**src/hdl/box_zone_warning_classifier_macros.svh**
```systemverilog
// ----------------------------------------------------------------------------
// Assertion macros for the box zone warning classifier
// Clocked property checks that report through $error; they compile away
// when NO_ASSERTIONS is defined. They expect clk and rst_n in scope.
// ----------------------------------------------------------------------------
`ifndef BOX_ZONE_WARNING_CLASSIFIER_MACROS_SVH
`define BOX_ZONE_WARNING_CLASSIFIER_MACROS_SVH
`ifndef NO_ASSERTIONS
// check while out of reset
`define BZW_ASSERT_CLK(lbl, prop, msg) \
  lbl: assert property (@(posedge clk) disable iff (!rst_n) (prop)) else $error(msg);
// check at every edge, reset included
`define BZW_ASSERT_ALWAYS(lbl, prop, msg) \
  lbl: assert property (@(posedge clk) (prop)) else $error(msg);
`else
`define BZW_ASSERT_CLK(lbl, prop, msg)
`define BZW_ASSERT_ALWAYS(lbl, prop, msg)
`endif
`endif

```
**src/hdl/bzw_pkg.sv**
```systemverilog
// ----------------------------------------------------------------------------
// bzw_pkg
// Types, widths, register indexes and reset values of the box zone
// warning classifier.
// ----------------------------------------------------------------------------
package bzw_pkg;

  localparam int COORD_BITS    = 12;
  localparam int PT_BITS       = COORD_BITS + 1;  // corner sums reach 2*4095
  localparam int DIFF_BITS     = PT_BITS + 1;     // signed point-vertex deltas
  localparam int PROD_BITS     = 2 * DIFF_BITS;
  localparam int ZONE_REG_BITS = 4 * COORD_BITS;
  localparam int NUM_ZONES     = 3;
  localparam int NUM_POINTS    = 5;
  localparam int NUM_PAIRS     = 2 * NUM_ZONES;
  localparam int CFG_IDX_BITS  = 3;
  localparam int LEVEL_BITS    = 2;

  // zone slots, also the enable bit of each zone
  localparam int ZN_STOP    = 0;
  localparam int ZN_CAUTION = 1;
  localparam int ZN_WARNING = 2;

  // configuration register indexes
  localparam logic [CFG_IDX_BITS-1:0] REG_STOP_A    = 3'd0;
  localparam logic [CFG_IDX_BITS-1:0] REG_STOP_B    = 3'd1;
  localparam logic [CFG_IDX_BITS-1:0] REG_CAUTION_A = 3'd2;
  localparam logic [CFG_IDX_BITS-1:0] REG_CAUTION_B = 3'd3;
  localparam logic [CFG_IDX_BITS-1:0] REG_WARNING_A = 3'd4;
  localparam logic [CFG_IDX_BITS-1:0] REG_WARNING_B = 3'd5;
  localparam logic [CFG_IDX_BITS-1:0] REG_ZONE_EN   = 3'd6;

  // reset vertex pairs, packed x0,y0,x1,y1 from the low end
  localparam logic [ZONE_REG_BITS-1:0] RST_STOP_A    = 48'd61850888929330;
  localparam logic [ZONE_REG_BITS-1:0] RST_STOP_B    = 48'd74229789246050;
  localparam logic [ZONE_REG_BITS-1:0] RST_CAUTION_A = 48'd48108335759410;
  localparam logic [ZONE_REG_BITS-1:0] RST_CAUTION_B = 48'd74229788426770;
  localparam logic [ZONE_REG_BITS-1:0] RST_WARNING_A = 48'd37801253109810;
  localparam logic [ZONE_REG_BITS-1:0] RST_WARNING_B = 48'd74229787812320;
  localparam logic [NUM_ZONES-1:0]     RST_ZONE_EN   = 3'd7;

  // level codes
  localparam logic [LEVEL_BITS-1:0] LVL_SAFE    = 2'd0;
  localparam logic [LEVEL_BITS-1:0] LVL_WARNING = 2'd1;
  localparam logic [LEVEL_BITS-1:0] LVL_CAUTION = 2'd2;
  localparam logic [LEVEL_BITS-1:0] LVL_STOP    = 2'd3;

  typedef struct packed {
    logic [COORD_BITS-1:0] box_left;
    logic [COORD_BITS-1:0] box_top;
    logic [COORD_BITS-1:0] box_width;
    logic [COORD_BITS-1:0] box_height;
    logic                  last_in_frame;
  } box_in_t;

  typedef struct packed {
    logic [LEVEL_BITS-1:0] box_level;
    logic [LEVEL_BITS-1:0] frame_level;
    logic                  frame_done;
  } box_out_t;

  typedef struct packed {
    logic [NUM_PAIRS-1:0][ZONE_REG_BITS-1:0] zone_pair;
    logic [NUM_ZONES-1:0]                    zone_en;
  } cfg_t;

  // zone match beat between the test stage and the frame tracker
  typedef struct packed {
    logic [NUM_ZONES-1:0] zone_hit;
    logic                 last;
  } hit_beat_t;

endpackage

```
**src/hdl/bzw_cfg_regs.sv**
```systemverilog
// ----------------------------------------------------------------------------
// bzw_cfg_regs
// Zone vertex and enable registers, written one beat at a time.
// ----------------------------------------------------------------------------
module bzw_cfg_regs (
  input  logic                             clk,
  input  logic                             rst_n,
  input  logic                             cfg_valid,
  output logic                             cfg_ready,
  input  logic [bzw_pkg::CFG_IDX_BITS-1:0]  cfg_index,
  input  logic [bzw_pkg::ZONE_REG_BITS-1:0] cfg_data,
  output bzw_pkg::cfg_t                    cfg
);

  logic [bzw_pkg::NUM_PAIRS-1:0][bzw_pkg::ZONE_REG_BITS-1:0] zone_pair_r;
  logic [bzw_pkg::NUM_ZONES-1:0]                             zone_en_r;

  assign cfg_ready     = 1'b1;
  assign cfg.zone_pair = zone_pair_r;
  assign cfg.zone_en   = zone_en_r;

  // load reset zones, then take writes; drop unknown indexes
  always_ff @(posedge clk) begin
    if (!rst_n) begin
      zone_pair_r[bzw_pkg::REG_STOP_A]    <= bzw_pkg::RST_STOP_A;
      zone_pair_r[bzw_pkg::REG_STOP_B]    <= bzw_pkg::RST_STOP_B;
      zone_pair_r[bzw_pkg::REG_CAUTION_A] <= bzw_pkg::RST_CAUTION_A;
      zone_pair_r[bzw_pkg::REG_CAUTION_B] <= bzw_pkg::RST_CAUTION_B;
      zone_pair_r[bzw_pkg::REG_WARNING_A] <= bzw_pkg::RST_WARNING_A;
      zone_pair_r[bzw_pkg::REG_WARNING_B] <= bzw_pkg::RST_WARNING_B;
      zone_en_r                           <= bzw_pkg::RST_ZONE_EN;
    end else if (cfg_valid) begin
      unique case (cfg_index) inside
        bzw_pkg::REG_STOP_A, bzw_pkg::REG_STOP_B,
        bzw_pkg::REG_CAUTION_A, bzw_pkg::REG_CAUTION_B,
        bzw_pkg::REG_WARNING_A, bzw_pkg::REG_WARNING_B: begin
          zone_pair_r[cfg_index] <= cfg_data;
        end
        bzw_pkg::REG_ZONE_EN: begin
          zone_en_r <= cfg_data[bzw_pkg::NUM_ZONES-1:0];
        end
        default: begin
        end
      endcase
    end
  end

endmodule

```
**config.mk**
```make
export PLATFORM = sky130hd
export DESIGN_NAME = bzw_cfg_regs
export DESIGN_NICKNAME = d
export VERILOG_FILES = /design/src/hdl/box_zone_warning_classifier_macros.svh /design/src/hdl/bzw_pkg.sv /design/src/hdl/bzw_cfg_regs.sv
export SDC_FILE = /design/constraint.sdc
export NUM_CORES = 1
export LEC_CHECK = 0
export BUFFER_PORTS_ARGS = -buffer_cell sky130_fd_sc_hd__buf_2
export CAP_MARGIN = 20
export CORE_MARGIN = 5
export CORE_UTILIZATION = 40
export CTS_BUF_LIST = sky130_fd_sc_hd__clkbuf_4 sky130_fd_sc_hd__clkbuf_8
export DETAILED_ROUTE_END_ITERATION = 12
export PLACE_DENSITY_LB_ADDON = 0.3
export SYNTH_ARGS = -nofsm -noshare
export SYNTH_HDL_FRONTEND = slang
export SYNTH_SLANG_ARGS = --single-unit
```
**constraint.sdc**
```tcl
create_clock -name clk -period 1.7 [get_ports clk]
set_input_delay 0.255 -clock clk [delete_from_list [all_inputs] [get_ports clk]]
set_output_delay 0.255 -clock clk [all_outputs]
set_load 0.005 [all_outputs]
```
Word level (Yosys, flattened, before mapping) --
Cells that the tools add are included.
Word-level totals: register bits after elaboration 291, bits of input ports 54, output and inout port bits 292
Operators by class: reductions and logical operators 5, order comparisons 2, equal/unequal tests 6, multiplexer cells 3
Operators with widths (count):
- bitwise mux 288 bit | 1
- demux 48 bit (select 3 bit) | 1
- 2-to-1 mux 48 bit | 1
- equality test 3 bit (second input constant) | 3
- equality test 3 x 2 -> 1 bit (second input constant) | 2
- OR reduction 6 bit | 1
- < comparator 3 x 4 -> 1 bit (second input constant) | 1
- AND reduction 2 bit | 2
- equality test 3 x 1 -> 1 bit (second input constant) | 1
- greater-or-equal comparator 3 x 1 -> 1 bit (second input constant) | 1
- logical NOT 3 bit | 1
- logical AND 1 bit | 1

Logic depth before layout (Yosys ltp) --
word-level depth 5, mapped depth 6, gate-level depth less buffers 2

Least setup slack after synthesis --
No wires, ideal clock.
path kind in2reg, start in cfg_index[0] (netlist name), end reg zone_pair_r, in the netlist cfg[41], setup slack 260 ps, data arrival time 1315 ps, required time 1576 ps, buffers on the path 3, setup time 124 ps, cell stages on the path 5, path through buf_2 > or4b_4 > buf_6 > buf_6 > mux2i_1
On the way: longest elaborated chain between the ends 5, elaborated cells between the ends (all ways) 14, those cells by class 2 x order compare; 5 x eq/ne; 3 x mux; 4 x reduce/logical
RTL lines:
- start, declared | RTL line bzw_cfg_regs.sv:10 | input logic [bzw_pkg::CFG_IDX_BITS-1:0] cfg_index,
- < comparator 3 x 4 -> 1 bit (not written as such) / greater-or-equal comparator 3 x 1 -> 1 bit (equally long branches) | RTL line bzw_cfg_regs.sv:37 | zone_pair_r[cfg_index] <= cfg_data;
- logical AND 1 bit (not written as such) | RTL line bzw_cfg_regs.sv:37
- 2-to-1 mux 48 bit (not written as such) | RTL line bzw_cfg_regs.sv:37
- demux 48 bit (select 3 bit) | RTL line bzw_cfg_regs.sv:37
- bitwise mux 288 bit | RTL line bzw_cfg_regs.sv:37
- end signal, assigned by index | RTL line bzw_cfg_regs.sv:29 | zone_pair_r[bzw_pkg::REG_WARNING_A] <= bzw_pkg::RST_WARNING_A;
- end signal, assigned by index | RTL line bzw_cfg_regs.sv:30 | zone_pair_r[bzw_pkg::REG_WARNING_B] <= bzw_pkg::RST_WARNING_B;
- end signal, assigned by index | RTL line bzw_cfg_regs.sv:37
- end, declared | RTL line bzw_cfg_regs.sv:15 | logic [bzw_pkg::NUM_PAIRS-1:0][bzw_pkg::ZONE_REG_BITS-1:0] zone_pair_r;
Parallel ways exist; a longest one is shown, timed or not. A chain may end at the register's enable or synchronous reset.

Worst setup path after layout --
start reg zone_pair_r, in the netlist cfg[192], end out cfg[192] (netlist name)
RTL lines:
- start signal, assigned by index | RTL line bzw_cfg_regs.sv:25 | zone_pair_r[bzw_pkg::REG_STOP_A] <= bzw_pkg::RST_STOP_A;
- start signal, assigned by index | RTL line bzw_cfg_regs.sv:26 | zone_pair_r[bzw_pkg::REG_STOP_B] <= bzw_pkg::RST_STOP_B;
- start signal, assigned by index | RTL line bzw_cfg_regs.sv:27 | zone_pair_r[bzw_pkg::REG_CAUTION_A] <= bzw_pkg::RST_CAUTION_A;
- end, declared | RTL line bzw_cfg_regs.sv:12 | output bzw_pkg::cfg_t cfg
No word-level cell between the ends.

==> metrics.txt <==
status finished, final reports clean; Leak 7.44 nW; area of the multi-input gates 4870 um2; CTS Buffer Depth 3; leading area contributor after synthesis dfxtp_1; die area 30900 um2; most common cell after layout, fill and taps aside buf_2; min setup slack post-route 0.402 ns; final net count 1493; sequential cell area 5830 um2; Crit. End Element primary output; synthesized instance count 1049; Hold Crit Class primary input to register; Clock Latency Late Sink 0.53 ns; Avg Vias per Cell 4.72; crit path cell chain buf_2; Root Driver clkbuf_8; port buffer count 344; final setup violation count 0; vias in the first global route 8755; RSZ-0062 raised after global routing false; Hold Path Stages 3; post-CTS setup buffer count 0; Hold Startpoint cfg_data[45]; CP Launch Type register; CORE AREA 27000 um2; share of cells above drive strength 1 0.325; synthesized area 11000 um2; Place WS 0.0880 ns; crit path kind register to primary output; CTS sink cnt 291; final clock skew 0 ns; CP required 1.44 ns; CP max FO 2; leading cell types in the layout, fill and taps excluded 343 x buf_2, 291 x mux2i_1, 291 x dfxtp_1, 235 x nand2_1, 138 x nor2b_1; Final Hold Viols 0; Pwr per Cell Area 974 nW/um2; Via Count 8555; Tcrit/Tclk final 0.764; TNS Setup 0 ns; first-pass GRT wire length 48900 um; Synth top area share 0.530; Initial Utilization 0.407; row count 60; routed wire length 31300 um; TritonCTS Buffers 48; antenna viol nets, final 0; GRT Overall Usage 0.194; CP delay by family, top flip-flops; VDD IR max 0.560 mV; Critical Path AT 1.04 ns; number of gates resized after cts 0; buffers plus inverters on the worst setup path 1; Tmin final 1.30 ns; Area contributors post-synth dfxtp_1 53%, mux2i_1 27%, nand2_1 8.0%, nor2b_1 7.9%, clkbuf_1 1.4%; WL per Instance 17.3 um; fmax 0.770 GHz; gpl congestion 0.773; Synthesized Nets 1103; part of the Yosys area used for sequential elements 0.530; R2R cell count 2; reg-to-reg endpoint cfg[274]$_SDFFE_PN1P_; largest net degree at the start of global routing 44; YS warnings 0; first drt pass iteration count 5; initial antenna violation count 1; die extent in x 176 um; Levels on crit path 1; Worst path max stage delay 0.37 ns; R2R Setup Slk 1.05 ns; CTS clk-pin slew, worst paths 0.06 ns; Yosys reg bits 291; HPWL after DPL 22100 um; H-tree levels 2; Initial DRC Count 290; Synth cell types 16; # IOs 346; Slowest-stage cell, CP dfxtp_1; TritonCTS clock tree yes; Fill cells 2487; Remaining Overflow, GRT 0; Synth Area per Inst 10.5 um2; worst reg2reg startpoint cfg[274]$_SDFFE_PN1P_; Worst Hold End cfg[288]$_SDFFE_PN0P_; Die H 176 um; area delta synth->final 33.3%; DRC 0; Hold-fix buffers, CTS 32; Slew Viols, Final 0; max-cap violations 0
## cell usage after synthesis
cell       count
nor4b_1        1
buf_6          3
buf_1          3
buf_4          4
nor2b_1      138
clkbuf_1      41
or4b_4         1
buf_2         30
nand4b_1       2
nand2_1      235
nand4bb_1      3
dfxtp_1      291
and4b_1        2
nor4bb_1       3
mux2i_1      291
conb_1         1
## how the worst max path moves through the flow
stage | startpoint | endpoint | slack [ns]
finish | cfg[192]$_SDFFE_PN0P_ | cfg[192] | 0.40
global route | cfg[192]$_SDFFE_PN0P_ | cfg[192] | 0.34
CTS | cfg[192]$_SDFFE_PN0P_ | cfg[192] | 0.37
detailed placement | cfg_valid | cfg[89]$_SDFFE_PN0P_ | 0.09
global placement | cfg_valid | cfg[70]$_SDFFE_PN1P_ | 0.15
floorplan | cfg_index[0] | cfg[41]$_SDFFE_PN1P_ | 0.26
## per-layer routing
| metal | up-vias | global-route usage | routed length (um) |
|---|---|---|---|
| met5 | - | 0 | 0 |
| met4 | 0 | 0.0517 | 576 |
| met3 | 41 | 0.0611 | 2270 |
| met2 | 258 | 0.325 | 14800 |
| met1 | 4028 | 0.245 | 13600 |
| li1 | 4228 | - | - |
## logic make-up (layout without fill, tap and decap cells)
| family | Yosys count | count (layout) | synth area share |
|---|---|---|---|
| other cells | 1 | 2 | 0.000341 |
| flops | 291 | 291 | 0.530 |
| buf+inv | 81 | 501 | 0.0345 |
| mux | 291 | 291 | 0.265 |
| simple gates | 385 | 385 | 0.170 |
## flip-flops by register name, indices dropped and copies added (netlist names)
name	flops
cfg	288
zone_en_r	3
## where the power goes
group | internal (mW) | total (mW) | switching (mW)
sequential | 6.98 | 7.05 | 0.0774
clock | 3.56 | 6.17 | 2.61
combinational | 0.497 | 1.06 | 0.561
## cell type report
class,count,area share
diodes,1,0.000171
well taps,341,0.0291
multi-input cells,677,0.332
repair buffers,421,0.174
clock inverters,2,0.000939
clock buffers,78,0.0660
flip-flops and latches,291,0.398
## stage by stage
stage | hold slack (ns) | instance area [um2] | power, mW | cells | util
detailed placement | 0.444 | 13400 | 8.21 | 1698 | 0.494
global route | 0.0301 | 14700 | 14.9 | 1811 | 0.542
floorplan | 0.394 | 11000 | 7.73 | 1049 | -
global placement | 0.439 | 13400 | 8.19 | 1698 | 0.494
finish | 0.0470 | 14700 | 14.3 | 1811 | 0.542
CTS | 0.00774 | 14700 | 14.5 | 1810 | 0.542
(Power assumes the default switching activity.)
