--- config.mk ---
export PLATFORM = sky130hd
export DESIGN_NAME = bzw_frame_track
export DESIGN_NICKNAME = d
export VERILOG_FILES = /design/src/hdl/bzw_pkg.sv /design/src/hdl/bzw_frame_track.sv
export VERILOG_INCLUDE_DIRS = /design/src /design/src/hdl
export SDC_FILE = /design/constraint.sdc
export NUM_CORES = 1
export LEC_CHECK = 0
export BUFFER_PORTS_ARGS = -buffer_cell sky130_fd_sc_hd__buf_4
export CAP_MARGIN = 40
export CORE_AREA = 2 2 39 41
export DETAILED_ROUTE_END_ITERATION = 6
export DIE_AREA = 0 0 41 43
export GPL_ROUTABILITY_DRIVEN = 0
export GPL_TIMING_DRIVEN = 0
export SLEW_MARGIN = 20
export SYNTH_ARGS = -nofsm -noshare
export SYNTH_HDL_FRONTEND = slang
export SYNTH_SLANG_ARGS = --single-unit
--- constraint.sdc ---
create_clock -name clk -period 1.9 [get_ports clk]
set_input_delay 0.285 -clock clk [delete_from_list [all_inputs] [get_ports clk]]
set_output_delay 0.285 -clock clk [all_outputs]
set_load 0.005 [all_outputs]
--- src/hdl/box_zone_warning_classifier_macros.svh ---
// ----------------------------------------------------------------------------
// Assertion macros for the box zone warning classifier
// Clocked property checks that report through $error; they compile away
// when NO_ASSERTIONS is defined. They expect clk and rst_n in scope.
// ----------------------------------------------------------------------------
`ifndef BOX_ZONE_WARNING_CLASSIFIER_MACROS_SVH
`define BOX_ZONE_WARNING_CLASSIFIER_MACROS_SVH
`ifndef NO_ASSERTIONS
// check while out of reset
`define BZW_ASSERT_CLK(lbl, prop, msg) \
  lbl: assert property (@(posedge clk) disable iff (!rst_n) (prop)) else $error(msg);
// check at every edge, reset included
`define BZW_ASSERT_ALWAYS(lbl, prop, msg) \
  lbl: assert property (@(posedge clk) (prop)) else $error(msg);
`else
`define BZW_ASSERT_CLK(lbl, prop, msg)
`define BZW_ASSERT_ALWAYS(lbl, prop, msg)
`endif
`endif

--- src/hdl/bzw_pkg.sv ---
// ----------------------------------------------------------------------------
// bzw_pkg
// Types, widths, register indexes and reset values of the box zone
// warning classifier.
// ----------------------------------------------------------------------------
package bzw_pkg;

  localparam int COORD_BITS    = 12;
  localparam int PT_BITS       = COORD_BITS + 1;  // corner sums reach 2*4095
  localparam int DIFF_BITS     = PT_BITS + 1;     // signed point-vertex deltas
  localparam int PROD_BITS     = 2 * DIFF_BITS;
  localparam int ZONE_REG_BITS = 4 * COORD_BITS;
  localparam int NUM_ZONES     = 3;
  localparam int NUM_POINTS    = 5;
  localparam int NUM_PAIRS     = 2 * NUM_ZONES;
  localparam int CFG_IDX_BITS  = 3;
  localparam int LEVEL_BITS    = 2;

  // zone slots, also the enable bit of each zone
  localparam int ZN_STOP    = 0;
  localparam int ZN_CAUTION = 1;
  localparam int ZN_WARNING = 2;

  // configuration register indexes
  localparam logic [CFG_IDX_BITS-1:0] REG_STOP_A    = 3'd0;
  localparam logic [CFG_IDX_BITS-1:0] REG_STOP_B    = 3'd1;
  localparam logic [CFG_IDX_BITS-1:0] REG_CAUTION_A = 3'd2;
  localparam logic [CFG_IDX_BITS-1:0] REG_CAUTION_B = 3'd3;
  localparam logic [CFG_IDX_BITS-1:0] REG_WARNING_A = 3'd4;
  localparam logic [CFG_IDX_BITS-1:0] REG_WARNING_B = 3'd5;
  localparam logic [CFG_IDX_BITS-1:0] REG_ZONE_EN   = 3'd6;

  // reset vertex pairs, packed x0,y0,x1,y1 from the low end
  localparam logic [ZONE_REG_BITS-1:0] RST_STOP_A    = 48'd61850888929330;
  localparam logic [ZONE_REG_BITS-1:0] RST_STOP_B    = 48'd74229789246050;
  localparam logic [ZONE_REG_BITS-1:0] RST_CAUTION_A = 48'd48108335759410;
  localparam logic [ZONE_REG_BITS-1:0] RST_CAUTION_B = 48'd74229788426770;
  localparam logic [ZONE_REG_BITS-1:0] RST_WARNING_A = 48'd37801253109810;
  localparam logic [ZONE_REG_BITS-1:0] RST_WARNING_B = 48'd74229787812320;
  localparam logic [NUM_ZONES-1:0]     RST_ZONE_EN   = 3'd7;

  // level codes
  localparam logic [LEVEL_BITS-1:0] LVL_SAFE    = 2'd0;
  localparam logic [LEVEL_BITS-1:0] LVL_WARNING = 2'd1;
  localparam logic [LEVEL_BITS-1:0] LVL_CAUTION = 2'd2;
  localparam logic [LEVEL_BITS-1:0] LVL_STOP    = 2'd3;

  typedef struct packed {
    logic [COORD_BITS-1:0] box_left;
    logic [COORD_BITS-1:0] box_top;
    logic [COORD_BITS-1:0] box_width;
    logic [COORD_BITS-1:0] box_height;
    logic                  last_in_frame;
  } box_in_t;

  typedef struct packed {
    logic [LEVEL_BITS-1:0] box_level;
    logic [LEVEL_BITS-1:0] frame_level;
    logic                  frame_done;
  } box_out_t;

  typedef struct packed {
    logic [NUM_PAIRS-1:0][ZONE_REG_BITS-1:0] zone_pair;
    logic [NUM_ZONES-1:0]                    zone_en;
  } cfg_t;

  // zone match beat between the test stage and the frame tracker
  typedef struct packed {
    logic [NUM_ZONES-1:0] zone_hit;
    logic                 last;
  } hit_beat_t;

endpackage

--- src/hdl/bzw_frame_track.sv ---
// ----------------------------------------------------------------------------
// bzw_frame_track
// Resolves the box level from the zone matches, keeps the frame maximum
// and holds the result register.
// ----------------------------------------------------------------------------
`include "box_zone_warning_classifier_macros.svh"

module bzw_frame_track (
  input  logic               clk,
  input  logic               rst_n,
  input  logic               in_valid,
  output logic               in_ready,
  input  bzw_pkg::hit_beat_t beat,
  output logic               out_valid,
  input  logic               out_ready,
  output bzw_pkg::box_out_t  out_data
);

  logic                           out_valid_r, out_valid_nxt;
  bzw_pkg::box_out_t              out_data_r, out_data_nxt;
  logic [bzw_pkg::LEVEL_BITS-1:0] run_max_r, run_max_nxt;
  logic [bzw_pkg::LEVEL_BITS-1:0] level;
  logic [bzw_pkg::LEVEL_BITS-1:0] frame;
  logic                           load;

  assign in_ready  = !out_valid_r || out_ready;
  assign load      = in_valid && in_ready;
  assign out_valid = out_valid_r;
  assign out_data  = out_data_r;

  // pick the most severe matching zone, fold it into the frame maximum
  always_comb begin
    if (beat.zone_hit[bzw_pkg::ZN_STOP]) begin
      level = bzw_pkg::LVL_STOP;
    end else if (beat.zone_hit[bzw_pkg::ZN_CAUTION]) begin
      level = bzw_pkg::LVL_CAUTION;
    end else if (beat.zone_hit[bzw_pkg::ZN_WARNING]) begin
      level = bzw_pkg::LVL_WARNING;
    end else begin
      level = bzw_pkg::LVL_SAFE;
    end
    frame = (run_max_r > level) ? run_max_r : level;

    out_data_nxt.box_level   = level;
    out_data_nxt.frame_level = frame;
    out_data_nxt.frame_done  = beat.last;

    run_max_nxt   = run_max_r;
    out_valid_nxt = out_valid_r && !out_ready;
    if (load) begin
      run_max_nxt   = beat.last ? bzw_pkg::LVL_SAFE : frame;
      out_valid_nxt = 1'b1;
    end
  end

  // hold control state; payload loads on each beat
  always_ff @(posedge clk) begin
    if (!rst_n) begin
      out_valid_r <= 1'b0;
      run_max_r   <= bzw_pkg::LVL_SAFE;
    end else begin
      out_valid_r <= out_valid_nxt;
      run_max_r   <= run_max_nxt;
    end
    if (load) begin
      out_data_r <= out_data_nxt;
    end
  end

  `BZW_ASSERT_CLK(a_clear_after_last, load && beat.last |=> run_max_r == bzw_pkg::LVL_SAFE, "frame maximum not cleared after last box")
  `BZW_ASSERT_CLK(a_frame_covers_box, out_valid_r |-> out_data_r.frame_level >= out_data_r.box_level, "frame level below box level")
  `BZW_ASSERT_CLK(a_load_shows, load |=> out_valid_r, "loaded result not presented")

endmodule

-- Word-level counts from Yosys, hierarchy flattened
Cells that the tools add are included.
- magnitude comparators: 1
- multiplexer cells: 6
- reduce and logical (&&, ||, !) cells: 5
- operator list (cell ; number):
    2-to-1 mux 2 bit ; 4
    greater-than comparator 2 bit ; 1
    logical AND 1 bit ; 2
    logical NOT 1 bit ; 2
    2-to-1 mux 1 bit ; 2
    logical OR 1 bit ; 1
- output and inout port bits: 7
- bits of input ports: 8
- word-level logic and storage cells: 17
- register bits: 8

-- Depth between registers and ports, before layout
Gate-level depths: netlist of the first run.
- depth in word-level cells: 6
- depth in mapped cells: 7

-- Worst setup path after synthesis of the first run
OpenSTA, ideal clock, no wires.
- kind: input -> register
- start point: input port beat[2] in the netlist's numbering
- end point: register out_data_r (netlist bit out_data[1]), data pin
- path buffers: 0
- data arrival time: 1.343 ns
- library setup time: 0.260 ns
- required time: 1.640 ns
- path slack: 0.297 ns
- stages: 6
- cells stage by stage: inv_1 > a21o_1 > ha_1 > inv_1 > o22ai_1 > mux2_2
- longest elaborated chain between the ends: 4
- RTL lines (what ; line ; source):
    start, declared ; bzw_frame_track.sv:13 ; input bzw_pkg::hit_beat_t beat,
    2-to-1 mux 2 bit * ; bzw_frame_track.sv:35 ; end else if (beat.zone_hit[bzw_pkg::ZN_CAUTION]) begin
    2-to-1 mux 2 bit * ; bzw_frame_track.sv:33 ; if (beat.zone_hit[bzw_pkg::ZN_STOP]) begin
    net level (one bit) ; bzw_frame_track.sv:22 ; logic [bzw_pkg::LEVEL_BITS-1:0] level;
    greater-than comparator 2 bit ; bzw_frame_track.sv:42 ; frame = (run_max_r > level) ? run_max_r : level;
    2-to-1 mux 2 bit * ; bzw_frame_track.sv:42 ;
    net frame (one bit) ; bzw_frame_track.sv:23 ; logic [bzw_pkg::LEVEL_BITS-1:0] frame;
    end signal, assigned ; bzw_frame_track.sv:66 ; out_data_r <= out_data_nxt;
    end, declared ; bzw_frame_track.sv:20 ; bzw_pkg::box_out_t out_data_r, out_data_nxt;
Mark *: on every way through the listed nets, which the timed path passes. The rest lies on a longest branch.
A chain may end at the register's enable or synchronous reset.

-- Worst setup path in the final report of the first run
- start point: register run_max_r[0] in the netlist's numbering
- end point: register out_data_r (netlist bit out_data[1]), data pin
- longest elaborated chain between the ends: 2
- RTL lines (what ; line ; source):
    start, declared ; bzw_frame_track.sv:21 ; logic [bzw_pkg::LEVEL_BITS-1:0] run_max_r, run_max_nxt;
    start signal, assigned ; bzw_frame_track.sv:60 ; run_max_r <= bzw_pkg::LVL_SAFE;
    start signal, assigned ; bzw_frame_track.sv:63 ; run_max_r <= run_max_nxt;
    greater-than comparator 2 bit ; bzw_frame_track.sv:42 ;
    2-to-1 mux 2 bit * ; bzw_frame_track.sv:42 ;
    net frame (one bit) ; bzw_frame_track.sv:23 ;
Marks and branches as above.

==> results of run 1 <==
[metal layers]
metal | track usage [%] | share of wire [%] | vias to the layer above
li1 | - | - | 152
met1 | 10.4 | 40 | 124
met2 | 11.6 | 45 | 13
met3 | 8.38 | 14 | 0
met4 | 2.00 | 0 | 0
met5 | 0 | 0 | -
[registers in the layout, indices dropped and copies added (netlist names)]
register / count
out_valid: 1
run_max_r: 2
out_data: 5
[stage by stage]
step | worst slack, ps | instance area [um^2] | instances
6_report | 331 | 526 | 69
3_3_place_gp | 109 | 499 | 65
2_1_floorplan | 297 | 374 | 35
5_1_grt | 235 | 526 | 69
4_1_cts | 326 | 526 | 69
3_5_place_dp | 95.0 | 499 | 65
[logic make-up (layout without fill, tap and decap cells)]
logic type	after synthesis	in the layout	share of synthesized area, %
AO/OA/AOI/OAI	5	5	8.70
adder cells (fa/ha/maj)	3	3	10.0
buffers and inverters	9	27	9.03
flip-flops	8	8	56.2
multiplexers	1	1	3.01
AND/OR/NAND/NOR	9	9	13.0
[power groups by stage]
stage	registers (W)	logic (W)	clock network, W
2_1_floorplan	0.000205	0.0000254	0
3_3_place_gp	0.000204	0.0000554	0
3_5_place_dp	0.000205	0.0000563	0
4_1_cts	0.000201	0.0000568	0.000142
5_1_grt	0.000202	0.0000651	0.000151
6_report	0.000201	0.0000558	0.000135
[final timing paths]
kind | start | to | slack (ps) | cells past startpoint
hold reg to reg | run_max_r[1]$_SDFFE_PN0P_ | run_max_r[1]$_SDFFE_PN0P_ | 480 | 2
setup / recovery | run_max_r[0]$_SDFFE_PN0P_ | out_data[1]$_DFFE_PP_ | 330 | 5
hold / removal | beat[0] | out_data[0]$_DFFE_PP_ | 230 | 1
setup reg to reg | run_max_r[0]$_SDFFE_PN0P_ | out_data[1]$_DFFE_PP_ | 330 | 5
[final cells by class]
cell class / instances / area [um^2] / share of cell area, %
Tap cell: 16 / 20.0 / 3.81
Timing Repair Buffer: 14 / 105 / 20.0
Multi-Input combinational cell: 18 / 130 / 24.8
Clock buffer: 4 / 26.3 / 5.00
Inverter: 9 / 33.8 / 6.43
Sequential cell: 8 / 210 / 40.0
[cells in the final DEF, fill, tap and decap left out, drive strengths merged]
cell and n:
nand2 3, mux2 1, nor2 2, nand4b 1, clkbuf 4, o22ai 1
a31oi 1, edfxtp 5, buf 14, a21boi 1, a21o 1, or3 2
a21oi 1, inv 9, dfxtp 3, nand2b 1, ha 3
==> results list, run 1 <==
- Result of the run: completed
- The kind of cell with the highest combined delay along the critical path is multiplexers.
- The number of nets in the synthesized netlist is 46.
- Number of antenna diodes: 0
- After clock tree synthesis, the clock-pin slew on the worst setup and hold paths is approximately 50 ps.
- Most repeated cell in the gate-level netlist after synthesis: sky130_fd_sc_hd__inv_1
- Internal cell power: 0.000308 W
- For the worst setup path, the data arrival time is around 1600 ps.
* Vias per inst: 4.19
* Slew of the pin with the lowest slew margin: 266 ps
- Critical path data required time: 1900 ps
- The worst setup path is captured at a flop.
- Once the clock tree was built, the setup fixing pass inserted 0 buffers.
- The net count of the finished layout is 65.
- # Max-Cap Violations: 0
- Setup repair after global routing left no endpoint under its margin.
- Across every metal layer, demand over resource in global routing totals about 8.9%.
- For this design the ratio of total power to cell area is ~750 nW/um^2.
- Counting flops with an async set or reset pin after synthesis yields a share of 0%.
- The worst path uses 82.6% of the clock period.
- The share of total power dissipated in sequential elements is about 51%.
* Maximum VDD drop: approximately 0.00040 V
* Number of antenna violations at the first check in global routing: 0
- Normalized max-slew margin: 82.2%
- For this run, the detailed router's first-pass iteration total came to 2.
- Type of the most critical hold path: primary input to flop
* Total number of vias: between 200 and 300
- The cell that appears most often on the critical path is sky130_fd_sc_hd__inv_1.
- Measured on the finished design, the core utilization comes to a little under two fifths.
- CTS built an H-tree with a depth of 1.
- For this run, the number of Yosys warnings is 0.
- Die boundary height: around 43 um
- Share of post-route cells with drive strength above 1: between 30% and 40%
- CTS placed an instance of sky130_fd_sc_hd__clkbuf_4 at the clock tree root.
* First-pass GRT wire length: about 1000 um
- On the final layout, the worst clock skew is slightly below 4 ps.
- Final Total Pwr: 0.000392 W
- Dominant cells by area after synthesis: sky130_fd_sc_hd__edfxtp_1 40%, sky130_fd_sc_hd__dfxtp_1 16%, sky130_fd_sc_hd__ha_1 10%, sky130_fd_sc_hd__inv_1 9.0%, sky130_fd_sc_hd__or3_1 3.3%
- Dominant synthesized flop cell: sky130_fd_sc_hd__edfxtp_1
- Mapped Area: 374 um^2
* Clock network fraction of total power: 34.5%
* Detailed placer's ending HPWL: approximately 480 um
* Final min period: ~1600 ps
- Maximum clock frequency: about 0.64 GHz
* Wire length reported by the detailed router: about 610 um
* Clock Path Buffers: 2
* Cell with the largest stage delay on the worst path: sky130_fd_sc_hd__mux2_2
* # clock sinks: 8
* Worst Path Max Fanout: 3
- 15 I/O pins were placed.
- The number of buffers and inverters on the critical path is 2.
- The hold violation total from the final report came to 0.
- Number of synthesized flops with an enable pin: 5
* Antenna-violating nets left: 0
* Buffers on Ports: 14
* Switching power as a share of total power: between 20% and 30%
- Smallest hold slack: around 230 ps
* Total setup violations reported at the end of the flow: 0
* Latest clock arrival within the worst-skew pair: 250 ps
- Counting flops and latches in the post-synthesis netlist gives 8.
- Cell Chain, Critical Path: inv_1 > ha_1 > inv_1 > o22ai_1 > mux2_2
- Post-synthesis area per instance: roughly 11 um^2
* Area share of the largest cell type after synthesis: between 40% and 50%
- Total DRC errors in the routed layout: 0
- For the final routed database, the setup TNS stands at 0 ps.
- Cts bufs inserted: 3
- The detailed router finished its first iteration with 3 violations.
- Commonest cells in the synthesized netlist: 9 x sky130_fd_sc_hd__inv_1, 5 x sky130_fd_sc_hd__edfxtp_1, 3 x sky130_fd_sc_hd__dfxtp_1, 3 x sky130_fd_sc_hd__ha_1, 3 x sky130_fd_sc_hd__nand2_1
- Sequential elements use a little under three fifths of the synthesized area.
- Core region area: around 1400 um^2
* Psw: approximately 0.000083 W
- The number of gates resized after CTS was 0.
* Number of filler cells placed in the layout: roughly 140
- TritonCTS built the clock tree.
- After synthesis, the netlist uses 15 different library cells.
* WL/cell: a little under 9 um
- Number of global-route vias before repair: ~240
* Effective utilization at floorplan: between 20% and 30%
- Placement row count: 14
* Total count of max-transition violations in the final report: 0
- Proportion of power drawn by combinational gates: roughly 14%
- Area growth from synthesis to layout: 40.5%
- The die covers 1760 um^2.
- Cell count after synthesis: 35
- The setup path with the least slack is of type flop to flop.
* Critical Path Start Type: flop
- sky130_fd_sc_hd__edfxtp_1 takes more of the synthesized area than any other cell.
- The analysis attributes to cell leakage a power of approximately 0.24 nW.
* Grt ovf: 0
- Number of buffers inserted for hold repair after clock tree synthesis: 0
- Pin count of the biggest net entering global routing: 7
- Slowest Stage Delay on Critical Path: roughly 370 ps
- In this run the horizontal extent of the chip is roughly 41 um.
Power figures use the tool's default switching activity.
==> run 2, diff against run 1 <==
ABC_AREA = 1   (was default)
clock period = 1.55 ns   (was 1.9 ns; I/O delays follow)
==> run 2 against run 1 <==
Worst hold slack worse by 50 ps. Largest power group unchanged. Critical endpoint unchanged. Via count up 5.9%. Clock skew about the same.
==> results list, run 2 <==
* Root Buffer Master: sky130_fd_sc_hd__clkbuf_4
* Worst reg2reg setup slack: 140 ps (-190 ps)
- The total negative setup slack came to 0 ps (unchanged).
- The number of synthesized flops with an enable pin was 5 (unchanged).
* Commonest cells in the synthesized netlist: 12 x sky130_fd_sc_hd__inv_1, 6 x sky130_fd_sc_hd__nand2_1, 5 x sky130_fd_sc_hd__edfxtp_1
* Critical Path Start Type: flop
- The critical path is of the flop to flop type.
- Broken down by cell family, the worst path's largest delay share belongs to flip-flops.
- WL/cell: 8.71 um (-1.4%)
- Final Total Pwr: 0.000498 W (+27%)
- Count of H-tree levels built during CTS: 1 (unchanged)
* Total number of vias: 306 (+5.9%)
- Buffers on Ports: 14 (unchanged)
* Final standard cell area without fillers: 558 um^2 (+6.2%)
- The number of clock sinks came to 8 (unchanged).
* Biggest area consumer among synthesized cells: sky130_fd_sc_hd__edfxtp_1
- Mapped Area: 407 um^2 (+8.7%)
- The final number of setup-violating endpoints came to 0 (unchanged).
- Cts bufs inserted: 3 (unchanged)
- Most repeated cell in the gate-level netlist after synthesis: sky130_fd_sc_hd__inv_1
- The routed wire length came to 653 um (+7.2%).
- Number of DRC violations after detailed-routing iteration 0: 3 (unchanged)
- Clock tree from TritonCTS: done
* Type of the most critical hold path: primary input to flop
* Worst path arrival time: 1420 ps (-150 ps)
* Die boundary height: 43 um (unchanged)
- Vias per inst: 4.08 (-2.6%)
- Antenna-violating nets left: 0 (unchanged)
- Number of iterations in the first detailed-routing pass: 2 (unchanged)
- The maximum operating frequency came to 0.709 GHz (+11%).
- Number of filler cells placed in the layout: 139 (-1.4%)
- Clock Skew: 4.20 ps (+0.280 ps)
- The total I/O pin count is 15 (unchanged).
* Latest clock arrival within the worst-skew pair: 250 ps (about the same)
- Part of the Yosys area used for sequential elements: 51.7% (-4.5 points)
- The number of flip-flops under the largest register name came to 5 (unchanged).
- Critical path data required time: 1560 ps (-340 ps)
* Area post-placement: 532 um^2 (+6.5%)
* Leakage component of the power: 0.264 nW (+9.9%)
- Cell Chain, Critical Path: inv_1 > ha_1 > o21ai_2 > nand3_1 > and2_1
- The area used by sequential logic in the layout came to 210 um^2 (unchanged).
* Total count of max-transition violations in the final report: 0 (unchanged)
- The library cell used most frequently in the layout, excluding fill and tap cells, is sky130_fd_sc_hd__buf_4.
- Number of global-route vias before repair: 316 (+32%)
- Post-synthesis area per instance: 9.92 um^2 (-7.2%)
- The worst slack at placement came to 23.1 ps (-71.9 ps).
* Clock slew at reported path FFs: 60 ps (about the same)
- Critical path capture point type: flop
- The run finished with clean final reports.
* Number of cells upsized or downsized after cts: 0 (unchanged)
* Area growth from synthesis to layout: 37.2%
* Power per cell area: 893 nW/um^2 (+20%)
- Sorting the synthesized cells by area gives the leading types as sky130_fd_sc_hd__edfxtp_1 37%, sky130_fd_sc_hd__dfxtp_1 15%, sky130_fd_sc_hd__inv_1 11%, sky130_fd_sc_hd__ha_1 9.2%, sky130_fd_sc_hd__nand2_1 5.5%.
* First-pass GRT wire length: 1150 um (+15%)
* Number of buffers inserted for hold repair after clock tree synthesis: 0 (unchanged)
* Flops & latches, synth: 8 (unchanged)
* Core region area: 1380 um^2 (unchanged)
* Effective utilization at floorplan: 29.4% (+2.4 points)
- Normalized max-slew margin: 86.6% (+4.4 points)
- Slew of the pin with the lowest slew margin: 200 ps (-66.7 ps)
- RSZ-0062 raised after global routing: no
- The hold violation total from the final report is 0 (unchanged).
- The most used flip-flop cell after synthesis is sky130_fd_sc_hd__edfxtp_1.
* Net Count, Synth: 52 (+13%)
* Footprint of the multi-input gates: 151 um^2 (+16%)
- Leaving out fill and tap cells, the most frequent cells in the layout are 14 x sky130_fd_sc_hd__buf_4, 12 x sky130_fd_sc_hd__inv_1, 6 x sky130_fd_sc_hd__nand2_1.
- Width of the chip: 41 um (unchanged)
- Maximum VDD drop: 0.000378 V (-4.6%)
- The count of buffer and inverter cells on the critical path was 1 (-1).
- The delay of the slowest critical-path stage is 350 ps (-20 ps).
- Hold wc startpoint: beat[0]
- In this run the critical register-to-register path is launched from run_max_r[1]$_SDFFE_PN0P_.
* Placement row count: 14 (unchanged)
- Detailed placer's ending HPWL: 553 um (+15%)
- The area of the die was 1760 um^2 (unchanged).
* Overall fraction of global-route tracks in use: 10.5% (+1.6 points)
- Net total in the final layout: 71 (+9.2%)
* Final cell count without fillers: 75 (+8.7%)
- Share of post-route cells with drive strength above 1: 39.0% (+3.1 points)
* Number of antenna diodes: 0 (unchanged)
* Proportion of synthesized flip-flops having asynchronous set or reset: 0% (unchanged)
- Total DRC errors in the routed layout: 0 (unchanged)
- Cell count after synthesis: 41 (+17%)
- The slowest stage of the critical path is the sky130_fd_sc_hd__dfxtp_1 cell.
- Final min period: 1410 ps (-159 ps)
- Pin count of the biggest net entering global routing: 6 (-1)
- In this run the worst setup path begins at run_max_r[1]$_SDFFE_PN0P_.
- The maximum fanout along the worst path is 3 (unchanged).
- The worst-case setup margin in the final layout is 140 ps (-191 ps).
- The count of different cell masters after synthesis was 14 (-1).
- The maximum count of clock buffers along a single path came to 2 (unchanged).
- The post-CTS setup buffer count came to 0 (unchanged).
* Total instance count after detailed placement: 71 (+9.2%)
- The warning count from the yosys run is 0 (unchanged).
- The total global routing overflow is 0 (unchanged).
- The area share of the largest cell type after synthesis is 36.9% (-3.2 points).
- The initial antenna violation count is 0 (unchanged).
- The number of maximum-capacitance constraint violations is 0 (unchanged).
- The part of the cycle the worst path needs came to 91.0% (+8.4 points).
==> run 2: path summary, 6_finish.rpt <==
kind | end | cells after the start
setup / recovery | out_data[1]$_DFFE_PP_ | 5
hold / removal | out_data[0]$_DFFE_PP_ | 1
hold reg to reg | run_max_r[0]$_SDFFE_PN0P_ | 2
setup reg to reg | out_data[1]$_DFFE_PP_ | 5
==> run 2: per-stage QoR <==
stage | util (%) | hold WS, ps
final | 40.3 | 183
after global routing | 40.3 | 184
after CTS | 40.3 | 178
after detailed placement | 38.4 | 443
after global placement | 38.4 | 443
after floorplan | - | 331
==> run 2: worst register-to-register path: cells and delay by family, from the launching register on <==
family,cells,cell delay (ps)
buf+inv,1,50
compound gates,1,160
flops,1,350
simple gates,2,280
fa+ha+maj,1,310
==> run 2: kinds of logic (layout without fill, tap and decap cells) <==
family	after synthesis	after routing	share of synthesized area [%]
AO/OA/AOI/OAI	5	5	8.00
adder cells (fa/ha/maj)	3	3	9.23
buffers and inverters	12	30	11.1
flip-flops	8	8	51.7
AND/OR/NAND/NOR	13	13	20.0
==> run 2: routing by layer <==
metal | wire (um) | up-vias | GRT usage (%) | share of wire, %
met3 | 39 | 2 | 3.14 | 6.0
met1 | 234 | 134 | 9.80 | 36
li1 | - | 161 | - | -
met2 | 351 | 9 | 15.6 | 54
met5 | 0 | - | 0 | 0
met4 | 27 | 0 | 12.0 | 4.1
==> run 2: where the power goes <==
| part | leakage [nW] | internal (W) | switching (W) |
|---|---|---|---|
| registers | 0.0709 | 0.000242 | 0.00000550 |
| clock network | 0.0150 | 0.0000985 | 0.0000714 |
| logic | 0.178 | 0.0000419 | 0.0000394 |
| total | 0.264 | 0.000382 | 0.000116 |
==> run 2: layout make-up <==
type                            instances  share of cell area (%)
Multi-Input combinational cell         21                    27.1
Inverter                               12                    8.07
Timing Repair Buffer                   14                    18.8
Sequential cell                         8                    37.7
Clock buffer                            4                    4.71
Tap cell                               16                    3.59
==> run 3, diff against run 2 <==
ABC_AREA = 0   (was 1)
==> run 3 against run 2 <==
Design area is 1.3% lower. Non-clock buffer count stayed put. Worst hold slack better by 0.62 ps. Critical path type unchanged. Largest power group unchanged.
==> results list, run 3 (synthesized netlist as in run 1, its figures left out) <==
- The flow ran to the end, and the final reports show no timing, DRC or antenna violations.
* Met3 routed WL: 48 um (+23%)
- Number of iterations in the first detailed-routing pass: 2 (unchanged)
* Reg-to-reg endpoint: out_data[1]$_DFFE_PP_
- Highest metal used: met4
- The clock transition at the registers of the reported paths was 60 ps (about the same).
- Area post-placement: 505 um^2 (-4.9%)
* Number of DRC violations after detailed-routing iteration 0: 1 (-2)
* Max FFs per register: 5 (unchanged)
- Normalized max-slew margin: 78.9% (-7.7 points)
- The final cell count without fillers is 69 (-8.0%).
- The fraction of layout cells with a size suffix above 1 came to 43.4% (+4.4 points).
* Total instance count after detailed placement: 65 (-8.5%)
- Critical Path Start Type: flop
- Tracing the worst setup path back leads to its startpoint at run_max_r[0]$_SDFFE_PN0P_.
- The number of pins exceeding their max-slew limit in the final report came to 0 (unchanged).
* Met1 WL: 278 um (+19%)
- Tcrit/Tclk final: 93.9% (+2.9 points)
* Cell Chain, Critical Path: inv_1 > ha_1 > inv_1 > o22ai_2 > mux2_4
- Clock Path Buffers: 2 (unchanged)
- The final instance area was 551 um^2 (-1.3%).
- # clock sinks: 8 (unchanged)
* Number of cells on the critical path: 5 (unchanged)
* Effective utilization at floorplan: 27.0% (-2.4 points)
- Detailed placer's ending HPWL: 535 um (-3.2%)
- The per-cell via count in the routed design is 4.46 (+9.4%).
- Total number of vias: 308 (+0.65%)
- Die boundary height: 43 um (unchanged)
* Most used cells in the layout excluding fill and tap cells: 14 x sky130_fd_sc_hd__buf_4, 9 x sky130_fd_sc_hd__inv_1, 5 x sky130_fd_sc_hd__edfxtp_1
- Cell occurring most often along the worst timing path: sky130_fd_sc_hd__inv_1
- Among cell families on the critical path, the largest total delay comes from flip-flops.
- The total global routing overflow was 0 (unchanged).
- The number of buffers inserted by port buffering is 14 (unchanged).
* Final Hold Viols: 0 (unchanged)
* Slowest Stage Delay on Critical Path: 340 ps (about the same)
- The data required time at the worst endpoint is 1560 ps (about the same).
- The length in cells of the worst reg-to-reg path is 5 (unchanged).
- Latest clock arrival within the worst-skew pair: 250 ps (about the same)
- Compared with the post-synthesis result, the final layout area differs by 47.2%.
- The number of global-route vias before repair came to 254 (-20%).
* Total die area: 1760 um^2 (unchanged)
- RSZ-0062 raised after global routing: no
- The count of buffer and inverter cells on the critical path is 2 (+1).
- Final Total Pwr: 0.000495 W (-0.70%)
- The antenna cell count came to 0 (unchanged).
* End point of the critical path: out_data[1]$_DFFE_PP_
- Power per cell area: 899 nW/um^2 (+0.65%)
- Worst R2R Start: run_max_r[0]$_SDFFE_PN0P_
* Count of H-tree levels built during CTS: 1 (unchanged)
- The mean routed wirelength per cell was 9.88 um (+14%).
* Commonest non-fill, non-tap cell in the layout: sky130_fd_sc_hd__buf_4
* Clock tree from TritonCTS: done
- The leakage component of the power came to 0.250 nW (-5.2%).
- Routed wire length on met2: 335 um (-4.6%)
* Total DRC errors in the routed layout: 0 (unchanged)
- Number of antenna violations at the first check in global routing: 0 (unchanged)
* Worst Path Max Fanout: 3 (unchanged)
* Type of the most critical hold path: primary input to flop
- The post-CTS setup buffer count is 0 (unchanged).
- Slew of the pin with the lowest slew margin: 315 ps (+115 ps)
- The final number of setup-violating endpoints came to 0 (unchanged).
- Worst path arrival time: 1460 ps (+40 ps)
- Critical path capture point type: flop
- The routed wire length came to 682 um (+4.4%).
* Worst reg2reg setup slack: 90 ps (-50 ps)
- The slowest stage of the critical path is the sky130_fd_sc_hd__dfxtp_2 cell.
- Root Buffer Master: sky130_fd_sc_hd__clkbuf_4
* # Max-Cap Violations: 0 (unchanged)
- The number of CTS-inserted buffers came to 3 (unchanged).
* Clock Skew: 4.26 ps (+0.0674 ps)
- Critical path class: flop to flop
- Placement row count: 14 (unchanged)
- Pin count of the biggest net entering global routing: 7 (+1)
- The post-route antenna net violation count came to 0 (unchanged).
- The die extent in x came to 41 um (unchanged).
- Core region area: 1380 um^2 (unchanged)
- The global-route total usage across every layer came to 8.65% (-1.8 points).
- The post-layout minimum cycle time was 1460 ps (+45.6 ps).
- The worst-case vdd ir drop was 0.000270 V (-29%).
- The maximum operating frequency is 0.687 GHz (-3.1%).
- Net total in the final layout: 65 (-8.5%)
- The total I/O pin count came to 15 (unchanged).
* First-pass GRT wire length: 959 um (-17%)
## run 3: cell types whose count changed in the layout (fill, tap and decap cells not counted), moves of 2 or more
cell / previous run / this run
sky130_fd_sc_hd__a21oi_1: 3 / 1
sky130_fd_sc_hd__dfxtp_1: 3 / 1
sky130_fd_sc_hd__dfxtp_2: 0 / 2
sky130_fd_sc_hd__inv_1: 12 / 9
sky130_fd_sc_hd__nand2_1: 6 / 3
sky130_fd_sc_hd__nand2_4: 2 / 0
sky130_fd_sc_hd__or3_1: 0 / 2
## run 3: area by class of cell
| cell class | count | area (um^2) |
|---|---|---|
| clock buffers | 4 | 26.3 |
| fillers | 144 | 833 |
| inverters | 9 | 33.8 |
| multi-input cells | 18 | 153 |
| flip-flops and latches | 8 | 213 |
| well taps | 16 | 20.0 |
| repair buffers | 14 | 105 |
## run 3: repair_timing
action / in CTS / in global routing
endpoints found under the setup margin: 0 / 2
gates resized for setup: 0 / 4
hold buffers: 0 / 0
## run 3: worst min-delay path by stage
stage                  from               endpoint  depth (start not counted)
detailed placement  beat[0]  out_data[0]$_DFFE_PP_                          1
floorplan           beat[0]  out_data[0]$_DFFE_PP_                          0
global placement    beat[0]  out_data[0]$_DFFE_PP_                          1
finish              beat[0]  out_data[0]$_DFFE_PP_                          1
global route        beat[0]  out_data[0]$_DFFE_PP_                          1
CTS                 beat[0]  out_data[0]$_DFFE_PP_                          1
## run 3: metrics by stage
step | hold WS (ps) | util, % | TNS, ps | worst slack, ps
4_1_cts | 176 | 38.4 | 0 | 9.64
3_3_place_gp | 439 | 36.5 | -169 | -122
5_1_grt | 172 | 39.8 | 0 | 3.94
6_report | 183 | 39.8 | 0 | 94.6
2_1_floorplan | 331 | - | 0 | 32.6
3_5_place_dp | 439 | 36.5 | -223 | -142
## run 3: per-layer routing
metal	track usage (%)	up-vias
li1	-	151
met1	8.09	143
met2	12.5	12
met3	3.14	2
met4	10.0	0
met5	0	-
## run 3: report_power, final
| group | leakage (nW) | switching, W | total [W] | internal, W |
|---|---|---|---|---|
| registers | 0.0718 | 0.00000546 | 0.000247 | 0.000242 |
| clock network | 0.0150 | 0.0000713 | 0.000170 | 0.0000985 |
| logic | 0.163 | 0.0000334 | 0.0000778 | 0.0000443 |
## run 3: worst register-to-register path, delay by kind of cell (launching register included)
kind	cells	cell delay, ps
DFF	1	340
adders and majority gates	1	270
AOI/OAI and AO/OA	1	190
muxes	1	310
buffers and inverters	2	90
